$ cat config.mk
export PLATFORM = sky130hd
export DESIGN_NAME = substitution_matrix_counter_unit
export DESIGN_NICKNAME = d
export VERILOG_FILES = /design/src/hdl/smc_pkg.sv /design/src/hdl/substitution_matrix_counter_unit.sv /design/src/hdl/smc_front.sv /design/src/hdl/smc_queue.sv /design/src/hdl/smc_back.sv
export SDC_FILE = /design/constraint.sdc
export NUM_CORES = 2
export LEC_CHECK = 0
export ABC_CLOCK_PERIOD_IN_PS = 19100
export CORE_UTILIZATION = 35
export CTS_CLUSTER_DIAMETER = 80
export DETAILED_ROUTE_END_ITERATION = 7
export DONT_BUFFER_PORTS = 1
export HOLD_SLACK_MARGIN = 0.08
export PLACE_DENSITY = 0.57
export SYNTH_ARGS = -nofsm -noshare
export SYNTH_HDL_FRONTEND = slang
export SYNTH_SLANG_ARGS = --single-unit
$ cat constraint.sdc
create_clock -name clk -period 19.1 [get_ports clk]
set_input_delay 5.73 -clock clk [delete_from_list [all_inputs] [get_ports clk]]
set_output_delay 5.73 -clock clk [all_outputs]
set_load 0.05 [all_outputs]
$ cat src/hdl/smc_pkg.sv
// shared types, constants and base-coding functions for the substitution matrix counter
package smc_pkg;

  localparam int COUNT_WIDTH_DEF = 48;
  localparam int COUNT_WIDTH_MIN = 16;
  localparam int COUNT_WIDTH_MAX = 64;
  localparam int OUT_COUNT_W     = 48;
  localparam int INDEX_W         = 4;
  localparam int NUM_COUNTS      = 16;
  localparam int RUN_W           = 32;
  localparam int QUARTER_W       = RUN_W - 2;
  localparam int QUEUE_DEPTH     = 2;

  localparam int S_TDATA_W = 56;
  localparam int S_TUSER_W = 2;
  localparam int M_TDATA_W = 56;

  localparam logic [7:0] BASE_MIN = 8'h41;
  localparam logic [INDEX_W-1:0] DIAG_T = 4'd12;

  typedef enum logic [1:0] {
    OP_PAIR   = 2'd0,
    OP_ANCHOR = 2'd1,
    OP_READ   = 2'd2,
    OP_CLEAR  = 2'd3
  } op_t;

  typedef enum logic [1:0] {
    CMD_BUMP  = 2'd0,
    CMD_SPLIT = 2'd1,
    CMD_READ  = 2'd2,
    CMD_CLEAR = 2'd3
  } cmd_kind_t;

  typedef struct packed {
    cmd_kind_t            kind;
    logic [INDEX_W-1:0]   index;
    logic [QUARTER_W-1:0] quarter;
    logic [1:0]           rem;
  } cmd_t;

  function automatic logic is_base(input logic [7:0] b);
    return (b >= BASE_MIN) && !b[7];
  endfunction

  // bits 2:1 mapped so that A0 C1 G2 T3
  function automatic logic [1:0] base_code(input logic [7:0] b);
    return {b[2], b[2] ^ b[1]};
  endfunction

  function automatic logic [INDEX_W-1:0] pair_index(input logic [1:0] s, input logic [1:0] q);
    logic [1:0] col;
    col = (s >= q) ? (s - q) : q;
    return {s, col};
  endfunction

endpackage

$ cat src/hdl/substitution_matrix_counter_unit.sv
// top level of the substitution matrix counter
// The unit takes one word per clock cycle on the slave stream while the queue has room and
// keeps sixteen saturating counters of COUNT_WIDTH bits. The front end classifies each word
// (pair, anchor, read, clear), drops pairs with a non-base byte and, in count mode, anchors
// with a non-base subject; a two-entry command queue feeds the back end, which carries out
// one command per cycle unless a read waits on a stalled output, so the sustained rate is
// one word per cycle. A read word's counter is registered to the master stream when the read
// leaves the queue; its value reflects every word accepted before it. Input stalls only when
// the output register holds an untaken read result and the queue has filled up behind it.
// count_mode should be written while no words are in flight.
module substitution_matrix_counter_unit #(
  parameter int COUNT_WIDTH = smc_pkg::COUNT_WIDTH_DEF
) (
  input  logic                          clk,
  input  logic                          rst,
  input  logic                          cfg_we,
  input  logic                          cfg_wdata,
  input  logic                          s_axis_tvalid,
  output logic                          s_axis_tready,
  // subject_char, query_char, run_length, read_index, zero pad
  input  logic [smc_pkg::S_TDATA_W-1:0] s_axis_tdata,
  // op
  input  logic [smc_pkg::S_TUSER_W-1:0] s_axis_tuser,
  output logic                          m_axis_tvalid,
  input  logic                          m_axis_tready,
  // count_value, count_index, zero pad
  output logic [smc_pkg::M_TDATA_W-1:0] m_axis_tdata
);
  import smc_pkg::*;

  logic q_ready;
  logic q_push;
  cmd_t q_cmd;
  logic q_valid;
  cmd_t q_head;
  logic q_pop;

  smc_front u_front (
    .clk           (clk),
    .rst           (rst),
    .cfg_we        (cfg_we),
    .cfg_wdata     (cfg_wdata),
    .s_axis_tvalid (s_axis_tvalid),
    .s_axis_tready (s_axis_tready),
    .s_axis_tdata  (s_axis_tdata),
    .s_axis_tuser  (s_axis_tuser),
    .q_ready       (q_ready),
    .q_push        (q_push),
    .q_cmd         (q_cmd)
  );

  smc_queue u_queue (
    .clk      (clk),
    .rst      (rst),
    .push     (q_push),
    .push_cmd (q_cmd),
    .ready    (q_ready),
    .valid    (q_valid),
    .head     (q_head),
    .pop      (q_pop)
  );

  smc_back #(
    .COUNT_WIDTH (COUNT_WIDTH)
  ) u_back (
    .clk           (clk),
    .rst           (rst),
    .q_valid       (q_valid),
    .q_head        (q_head),
    .q_pop         (q_pop),
    .m_axis_tvalid (m_axis_tvalid),
    .m_axis_tready (m_axis_tready),
    .m_axis_tdata  (m_axis_tdata)
  );

endmodule

$ cat src/hdl/smc_front.sv
// front end: holds the mode register and turns input words into counter commands
module smc_front (
  input  logic                           clk,
  input  logic                           rst,
  input  logic                           cfg_we,
  input  logic                           cfg_wdata,
  input  logic                           s_axis_tvalid,
  output logic                           s_axis_tready,
  input  logic [smc_pkg::S_TDATA_W-1:0]  s_axis_tdata,
  input  logic [smc_pkg::S_TUSER_W-1:0]  s_axis_tuser,
  input  logic                           q_ready,
  output logic                           q_push,
  output smc_pkg::cmd_t                  q_cmd
);
  import smc_pkg::*;

  logic       count_mode;
  logic       needed;
  op_t        op;
  logic [7:0] subject_char;
  logic [7:0] query_char;
  logic [RUN_W-1:0]   run_length;
  logic [INDEX_W-1:0] read_index;

  always_ff @(posedge clk) begin
    if (rst) begin
      count_mode <= 1'b0;
    end else if (cfg_we) begin
      count_mode <= cfg_wdata;
    end
  end

  assign op           = op_t'(s_axis_tuser);
  assign subject_char = s_axis_tdata[7:0];
  assign query_char   = s_axis_tdata[15:8];
  assign run_length   = s_axis_tdata[47:16];
  assign read_index   = s_axis_tdata[51:48];

  always_comb begin
    q_cmd.kind    = CMD_BUMP;
    q_cmd.index   = '0;
    q_cmd.quarter = run_length[RUN_W-1:2];
    q_cmd.rem     = run_length[1:0];
    needed        = 1'b0;
    case (op)
      OP_PAIR: begin
        if (is_base(subject_char) && is_base(query_char)) begin
          needed      = 1'b1;
          q_cmd.index = pair_index(base_code(subject_char), base_code(query_char));
        end
      end
      OP_ANCHOR: begin
        if (!count_mode) begin
          needed     = 1'b1;
          q_cmd.kind = CMD_SPLIT;
        end else if (is_base(subject_char)) begin
          needed      = 1'b1;
          q_cmd.index = {base_code(subject_char), 2'b00};
        end
      end
      OP_READ: begin
        needed      = 1'b1;
        q_cmd.kind  = CMD_READ;
        q_cmd.index = read_index;
      end
      OP_CLEAR: begin
        needed     = 1'b1;
        q_cmd.kind = CMD_CLEAR;
      end
      default: begin
        needed = 1'b0;
      end
    endcase
  end

  // skipped words need no queue entry
  assign s_axis_tready = q_ready;
  assign q_push        = s_axis_tvalid && q_ready && needed;

endmodule

$ cat src/hdl/smc_queue.sv
// short command queue between front and back end
module smc_queue (
  input  logic          clk,
  input  logic          rst,
  input  logic          push,
  input  smc_pkg::cmd_t push_cmd,
  output logic          ready,
  output logic          valid,
  output smc_pkg::cmd_t head,
  input  logic          pop
);
  import smc_pkg::*;

  localparam int PTR_W = (QUEUE_DEPTH > 1) ? $clog2(QUEUE_DEPTH) : 1;
  localparam int CNT_W = $clog2(QUEUE_DEPTH + 1);
  localparam logic [CNT_W-1:0] DEPTH_C = CNT_W'(QUEUE_DEPTH);
  localparam logic [PTR_W-1:0] LAST_C  = PTR_W'(QUEUE_DEPTH - 1);

  cmd_t             slots [QUEUE_DEPTH];
  logic [PTR_W-1:0] wr_ptr;
  logic [PTR_W-1:0] rd_ptr;
  logic [CNT_W-1:0] fill;
  logic             do_pop;

  assign ready  = (fill != DEPTH_C);
  assign valid  = (fill != '0);
  assign head   = slots[rd_ptr];
  assign do_pop = pop && valid;

  always_ff @(posedge clk) begin
    if (push) begin
      slots[wr_ptr] <= push_cmd;
    end
  end

  always_ff @(posedge clk) begin
    if (rst) begin
      wr_ptr <= '0;
      rd_ptr <= '0;
      fill   <= '0;
    end else begin
      if (push) begin
        wr_ptr <= (wr_ptr == LAST_C) ? '0 : wr_ptr + 1'b1;
      end
      if (do_pop) begin
        rd_ptr <= (rd_ptr == LAST_C) ? '0 : rd_ptr + 1'b1;
      end
      if (push && !do_pop) begin
        fill <= fill + 1'b1;
      end else if (!push && do_pop) begin
        fill <= fill - 1'b1;
      end
    end
  end

  a_fill_bound: assert property (@(posedge clk) disable iff (rst) fill <= DEPTH_C)
    else $error("queue fill beyond depth");
  a_no_push_full: assert property (@(posedge clk) disable iff (rst) !(push && !ready))
    else $error("push into full queue");
  a_fill_track: assert property (@(posedge clk) disable iff (rst)
    (push && !do_pop) |=> fill == $past(fill) + 1'b1)
    else $error("queue fill did not follow a push");

endmodule

$ cat src/hdl/smc_back.sv
// back end: sixteen saturating counters, clear and read with output register
module smc_back #(
  parameter int COUNT_WIDTH = smc_pkg::COUNT_WIDTH_DEF
) (
  input  logic                          clk,
  input  logic                          rst,
  input  logic                          q_valid,
  input  smc_pkg::cmd_t                 q_head,
  output logic                          q_pop,
  output logic                          m_axis_tvalid,
  input  logic                          m_axis_tready,
  output logic [smc_pkg::M_TDATA_W-1:0] m_axis_tdata
);
  import smc_pkg::*;

  localparam int SUM_W = ((COUNT_WIDTH > RUN_W) ? COUNT_WIDTH : RUN_W) + 1;
  localparam logic [SUM_W-1:0] MAX_C = {{(SUM_W-COUNT_WIDTH){1'b0}}, {COUNT_WIDTH{1'b1}}};

  logic [COUNT_WIDTH-1:0] counts      [NUM_COUNTS];
  logic [COUNT_WIDTH-1:0] counts_next [NUM_COUNTS];
  logic [RUN_W-1:0]       amount      [NUM_COUNTS];
  logic [SUM_W-1:0]       sums        [NUM_COUNTS];
  logic [COUNT_WIDTH-1:0] rd_cnt;
  logic [OUT_COUNT_W-1:0] rd_value;
  logic                   out_busy;

  assign out_busy = m_axis_tvalid && !m_axis_tready;
  assign q_pop    = q_valid && !((q_head.kind == CMD_READ) && out_busy);

  always_comb begin
    for (int k = 0; k < NUM_COUNTS; k++) begin
      amount[k] = '0;
      case (q_head.kind)
        CMD_BUMP: begin
          if (q_head.index == INDEX_W'(k)) amount[k] = RUN_W'(1);
        end
        CMD_SPLIT: begin
          if (INDEX_W'(k) == DIAG_T) begin
            amount[k] = RUN_W'(q_head.quarter) + RUN_W'(q_head.rem);
          end else if (k % 4 == 0) begin
            amount[k] = RUN_W'(q_head.quarter);
          end
        end
        default: begin
          amount[k] = '0;
        end
      endcase
      sums[k] = SUM_W'(counts[k]) + SUM_W'(amount[k]);
      counts_next[k] = (sums[k] > MAX_C) ? {COUNT_WIDTH{1'b1}} : sums[k][COUNT_WIDTH-1:0];
    end
  end

  always_ff @(posedge clk) begin
    if (rst) begin
      for (int k = 0; k < NUM_COUNTS; k++) counts[k] <= '0;
    end else if (q_pop) begin
      for (int k = 0; k < NUM_COUNTS; k++) begin
        if (q_head.kind == CMD_CLEAR) begin
          counts[k] <= '0;
        end else begin
          counts[k] <= counts_next[k];
        end
      end
    end
  end

  assign rd_cnt = counts[q_head.index];

  generate
    if (COUNT_WIDTH >= OUT_COUNT_W) begin : g_trunc
      assign rd_value = rd_cnt[OUT_COUNT_W-1:0];
    end else begin : g_ext
      assign rd_value = {{(OUT_COUNT_W-COUNT_WIDTH){1'b0}}, rd_cnt};
    end
  endgenerate

  always_ff @(posedge clk) begin
    if (rst) begin
      m_axis_tvalid <= 1'b0;
    end else if (q_pop && (q_head.kind == CMD_READ)) begin
      m_axis_tvalid <= 1'b1;
    end else if (m_axis_tready) begin
      m_axis_tvalid <= 1'b0;
    end
  end

  always_ff @(posedge clk) begin
    if (q_pop && (q_head.kind == CMD_READ)) begin
      m_axis_tdata <= {{(M_TDATA_W-OUT_COUNT_W-INDEX_W){1'b0}}, q_head.index, rd_value};
    end
  end

  a_clear_zero: assert property (@(posedge clk) disable iff (rst)
    (q_pop && q_head.kind == CMD_CLEAR) |=> (counts[0] == '0 && counts[12] == '0))
    else $error("counters not zero after clear");
  a_read_shows: assert property (@(posedge clk) disable iff (rst)
    (q_pop && q_head.kind == CMD_READ) |=> m_axis_tvalid)
    else $error("read word not presented");
  a_no_decrease: assert property (@(posedge clk) disable iff (rst)
    !(q_pop && q_head.kind == CMD_CLEAR) |=> counts[12] >= $past(counts[12]))
    else $error("counter went down without clear");

endmodule
Yosys cells after proc, flatten, opt, wreduce, memory -nomap -nowiden
Memories as Yosys holds them, arrays and structs flattened. A register that Yosys moved wholly into a read port is not among the register bits.
Cells that the tools add are included.
{ "word_totals": {"ff_bits": 58, "ram_bits": 844, "in_bits": 64, "output_inout_bits": 58, "wordCells": 241, "n_memories": 2} }
{ "op_classes": {"addsub": 22, "n_lt_le_gt_ge": 19, "n_eq_ne": 22, "muxes": 111, "bitwise_logic": 34, "n_reduce_logical": 25} }
{ "mem_list": {"columns": ["memory", "depth", "width", "rd", "rd_clocked_by_memory_dff", "write_ports", "line_no", "rtl"], "rows": [
  ["u_back.counts", 16, 48, 17, 1, 16, "smc_back.sv:19", "logic [COUNT_WIDTH-1:0] counts [NUM_COUNTS];"],
  ["u_queue.slots", 2, 38, 1, 1, 1, "smc_queue.sv:19", "cmd_t slots [QUEUE_DEPTH];"]
]} }
{ "ops": {"columns": ["op", "n"], "rows": [
  ["48-bit 2-to-1 mux", 48],
  ["49-bit by 48-bit > comparator with 1-bit output, second input constant", 16],
  ["48-bit by 32-bit adder with 49-bit output", 13],
  ["32-bit 2-to-1 mux", 12],
  ["30-bit one-hot mux with 2 select lines", 3],
  ["48-bit by 30-bit adder with 49-bit output", 3],
  ["32-bit one-hot mux with 2 select lines", 1],
  ["1-bit 2-to-1 mux", 38],
  ["4-bit equality test, second input constant", 8],
  ["1-bit bitwise OR", 32],
  ["30-bit by 2-bit adder with 31-bit output", 1],
  ["4-bit by 3-bit equality test with 1-bit output, second input constant", 4],
  ["8-bit by 7-bit greater-or-equal comparator with 1-bit output, second input constant", 2],
  ["1-bit logical AND", 12],
  ["4-bit 2-to-1 mux", 3],
  ["4-bit one-hot mux with 3 select lines", 1],
  ["2-bit equality test, second input constant", 4],
  ["4-bit by 2-bit equality test with 1-bit output, second input constant", 2],
  ["1-bit logical NOT", 6],
  ["2-bit 2-to-1 mux", 3],
  ["2-bit one-hot mux with 3 select lines", 1],
  ["2-bit nonzero test", 3],
  ["2-bit by 1-bit equality test with 1-bit output, second input constant", 2],
  ["4-bit by 1-bit equality test with 1-bit output, second input constant", 1],
  ["other kinds (11)", 14]
]} }

Depth between registers and ports, before layout
{ "logic_depth": {"depth_word": 10, "mapped_depth": 27, "mapped_depth_nobuf": 20} }

Modules after synthesis
A second synthesis with hierarchy kept.
{ "unflattened": {"cells_unflattened": 5277, "hier_area_um2": 57928.1} }
{ "by_module_without_submodules": {"columns": ["mod", "n_inst", "cells_per_inst", "area_per_inst_um2", "seq_area_each_um2"], "rows": [
  ["smc_back", 1, 5061, 54429.7, 24643.6],
  ["smc_queue", 1, 140, 2951.6, 2382.3],
  ["smc_front", 1, 76, 546.8, 20.0]
]} }

Least setup slack after synthesis
No wires, ideal clock.
{ "synth_timing": {"kind": "input-to-reg", "startpoint": "input port m_axis_tready", "endpoint": "memory u_back.counts[0][0] (netlist name), enable pin", "setup_time_ps": 824, "arrival_time_ps": 15231, "required_ps": 18276, "path_slack_ps": 3046, "cell_stages": 4, "path_buffers": 0, "path_cell_list": "nand2b_1 -> nor2_1 -> nor2_1 -> or2_2"} }
{ "synth_lines": {"columns": ["item", "line_no", "rtl"], "rows": [
  ["from (decl)", "substitution_matrix_counter_unit.sv:25", "input logic m_axis_tready,"],
  ["to (decl)", "smc_back.sv:19", null]
]} }

==> reports/qor.csv <==
stage,metric,value,unit
status,status,finished clean,
setup_path,end_kind,flip-flop,
yosys,syn_area,0.0587,mm²
final_layout,n_fill_cell,16644,
setup_path,reg2reg_slack,11230,ps
power,vdd_drop_max,0.0850,mV
yosys,synth_edf_count,896,
setup_path,r2r-end,u_back.counts[3][14],
sta,finalClockSkew,33.9,ps
sta,fin_tns_setup,0,ps
yosys,synth_top_cell_by_area,edfxtp_1,
sta,hold_viol,0,
yosys,synth_top_area_share,45.8,%
final_layout,fin_nets,6450,
yosys,ys_seq_area_share,46.1,%
power,total_power,9.19,mW
global_route,grt_pass1_wl,281,mm
place,dpl.hpwl,130,mm
clock_tree,clk_pin_slew_worst_paths,60,ps
drt,via_count,49268,
setup_path,critPathLaunchType,input port,
setup_path,critPathRequiredTime,19440,ps
worst_hold_path,min_to,u_queue.rd_ptr,
run,drv_cap,0,
clock_tree,cts_buffer_depth,3,
global_route,grt_max_degree,186,
floorplanning,start_util,35.4,%
global_route,grt_usage,21.2,%
yosys,yosys_most_used_dff,edfxtp_1,
yosys,ys_ff_latch,903,
worst_hold_path,min_from,u_queue.rd_ptr,
yosys,ys_async_sr_fraction,0,%
drt,drt-initial-drc-count,5635,
floorplanning,num_rows,149,
sta,slew_headroom,8.92,%
floorplanning,dieWidth,412,µm
yosys,synth_cells,6425,
global_route,overflow,0,
power,p_per_area,143,mW/mm²
clock_tree,root_buffer,clkbuf_16,
drt,drc,0,
sta,holdWs,522,ps
sta,max_freq,109,MHz
floorplanning,die_area,0.169,mm²
drt,wirelength,185,mm
yosys,yosysWarnings,0,
global_route,antenna_found_initial,6,
clock_tree,cts_setup_buffers,0,
clock_tree,cts_made_buffers,106,
yosys,syn_avg_cell_area,9.14,µm²
setup_path,r2r_cells,15,
power,leakage,21.8,nW
sta,rsz0062_at_grt,no,
yosys,ys_top_cells_by_area,"edfxtp_1 (46%), a21oi_1 (7.1%), nand2_1 (6.9%)",
worst_hold_path,hp-class,reg2reg,
setup_path,cp.arrival,9540,ps
worst_hold_path,hold_depth,2,
drt,routedWlPerCell,21.7,µm
place,numPortBuffers,0,
clock_tree,worstSkewPairLatency,750,ps
final_layout,drive_gt1_share,4.91,%
drt,postRouteAntennaNets,0,
sta,tightest_slew,1360,ps
clock_tree,cts_sinks,903,
drt,avgViaCountPerCell,5.79,
clock_tree,cts.repair.resized,0,
clock_tree,cts_tree,built,
setup_path,critPathKind,in2reg,
sta,timing.final.crit_share,48.2,%
sta,maxSlewViolCount,0,
setup_path,path_max_fanout,65,
yosys,ys_types,91,
floorplanning,ioPinCount,122,
place,place.gp.congestion,0.948,
sta,period_needed,9200,ps
yosys,synth_common_cells,"nand2_1 (1079), edfxtp_1 (896), a21oi_1 (834)",
floorplanning,core,0.166,mm²
global_route,first_global_vias,45375,
yosys,synth_most_common_cell,nand2_1,
drt,firstDrtPassIters,8,
floorplanning,die_y,412,µm
final_layout,area_growth,9.28,%
clock_tree,ctsHoldBuffers,0,
sta,finalSetupViolations,0,
final_layout,antenna_cells,0,
clock_tree,h-tree-depth,3,
stage by stage:
stage / instance area, µm² / setup slack [ps] / instances / util (%)
detailed placement: 60700 / 9170 / 8311 / 36.6
floorplan: 58700 / 3050 / 6428 / -
CTS: 64100 / 9940 / 8507 / 38.7
global placement: 60700 / 9180 / 8311 / 36.6
global route: 64100 / 9640 / 8507 / 38.7
finish: 64100 / 9900 / 8507 / 38.7
per-layer routing:
layer / wire, µm / share of wire (%) / global-route usage [%] / vias up
met1: 85600 / 46 / 31.4 / 24119
met4: 6900 / 3.7 / 7.60 / 0
li1: - / - / - / 23158
met3: 13000 / 7.0 / 3.19 / 266
met2: 79300 / 43 / 31.1 / 1725
met5: 0 / 0 / 0 / -
cells by family after synthesis:
family | count (synthesis) | share of synthesized area, %
and+or+nand+nor | 2681 | 21.4
AOI/OAI and AO/OA | 1463 | 15.0
DFF | 903 | 46.1
xor gates and xnor gates | 670 | 10.0
buffers and inverters | 510 | 3.37
adders and majority gates | 156 | 3.40
muxes | 41 | 0.712
other | 1 | 0.00639
worst max-delay path: stages:
cell      delay, ps
nand2b_1        150
nor2_1           60
nor2_1          190
or2_4           770
buf_4           810
buf_4           790
buf_4           800
layout make-up:
| cell class | count | area (µm²) | share of cell area [%] |
|---|---|---|---|
| flip-flops and latches | 903 | 27000 | 42.2 |
| clock inverters | 71 | 709 | 1.11 |
| multi-input cells | 5015 | 29800 | 46.4 |
| well taps | 2189 | 2740 | 4.27 |
| repair buffers | 75 | 601 | 0.936 |
| clock buffers | 125 | 2770 | 4.31 |
| inverters | 129 | 497 | 0.774 |
cell usage in the layout (no fill, tap or decap), types with 126 or more instances in the layout:
master | synthesis | final
ha_1 | 150 | 150
xor2_1 | 373 | 373
edfxtp_1 | 896 | 896
a21oi_1 | 834 | 834
inv_1 | 126 | 126
nand2_1 | 1079 | 1079
nor2_1 | 359 | 357
xnor2_1 | 297 | 297
nand3_1 | 592 | 589
and3_1 | 195 | 195
registers in the layout (all words and copies together), names as in the netlist, named ones only:
name and flops:
u_front.count_mode 1, u_queue.wr_ptr 1, u_back.m_axis_tdata 52, u_queue.rd_ptr 1
u_queue.fill 2, u_queue.slots 76, u_back.counts 768, u_back.m_axis_tvalid 1
power breakdown:
group | internal [mW] | switching [mW]
logic | 1.03 | 2.17
clock network | 1.19 | 0.893
registers | 3.11 | 0.808
worst max-delay path by stage:
stage | to | from | depth (start not counted)
3_5_place_dp | u_back.counts[1][39] | m_axis_tready | 7
2_1_floorplan | u_back.counts[0][0] | m_axis_tready | 4
5_1_grt | u_back.counts[3][43] | m_axis_tready | 7
4_1_cts | u_back.counts[2][36] | m_axis_tready | 7
3_3_place_gp | u_back.counts[1][39] | m_axis_tready | 7
6_report | u_back.counts[3][44] | m_axis_tready | 7
Power figures use the tool's default switching activity.
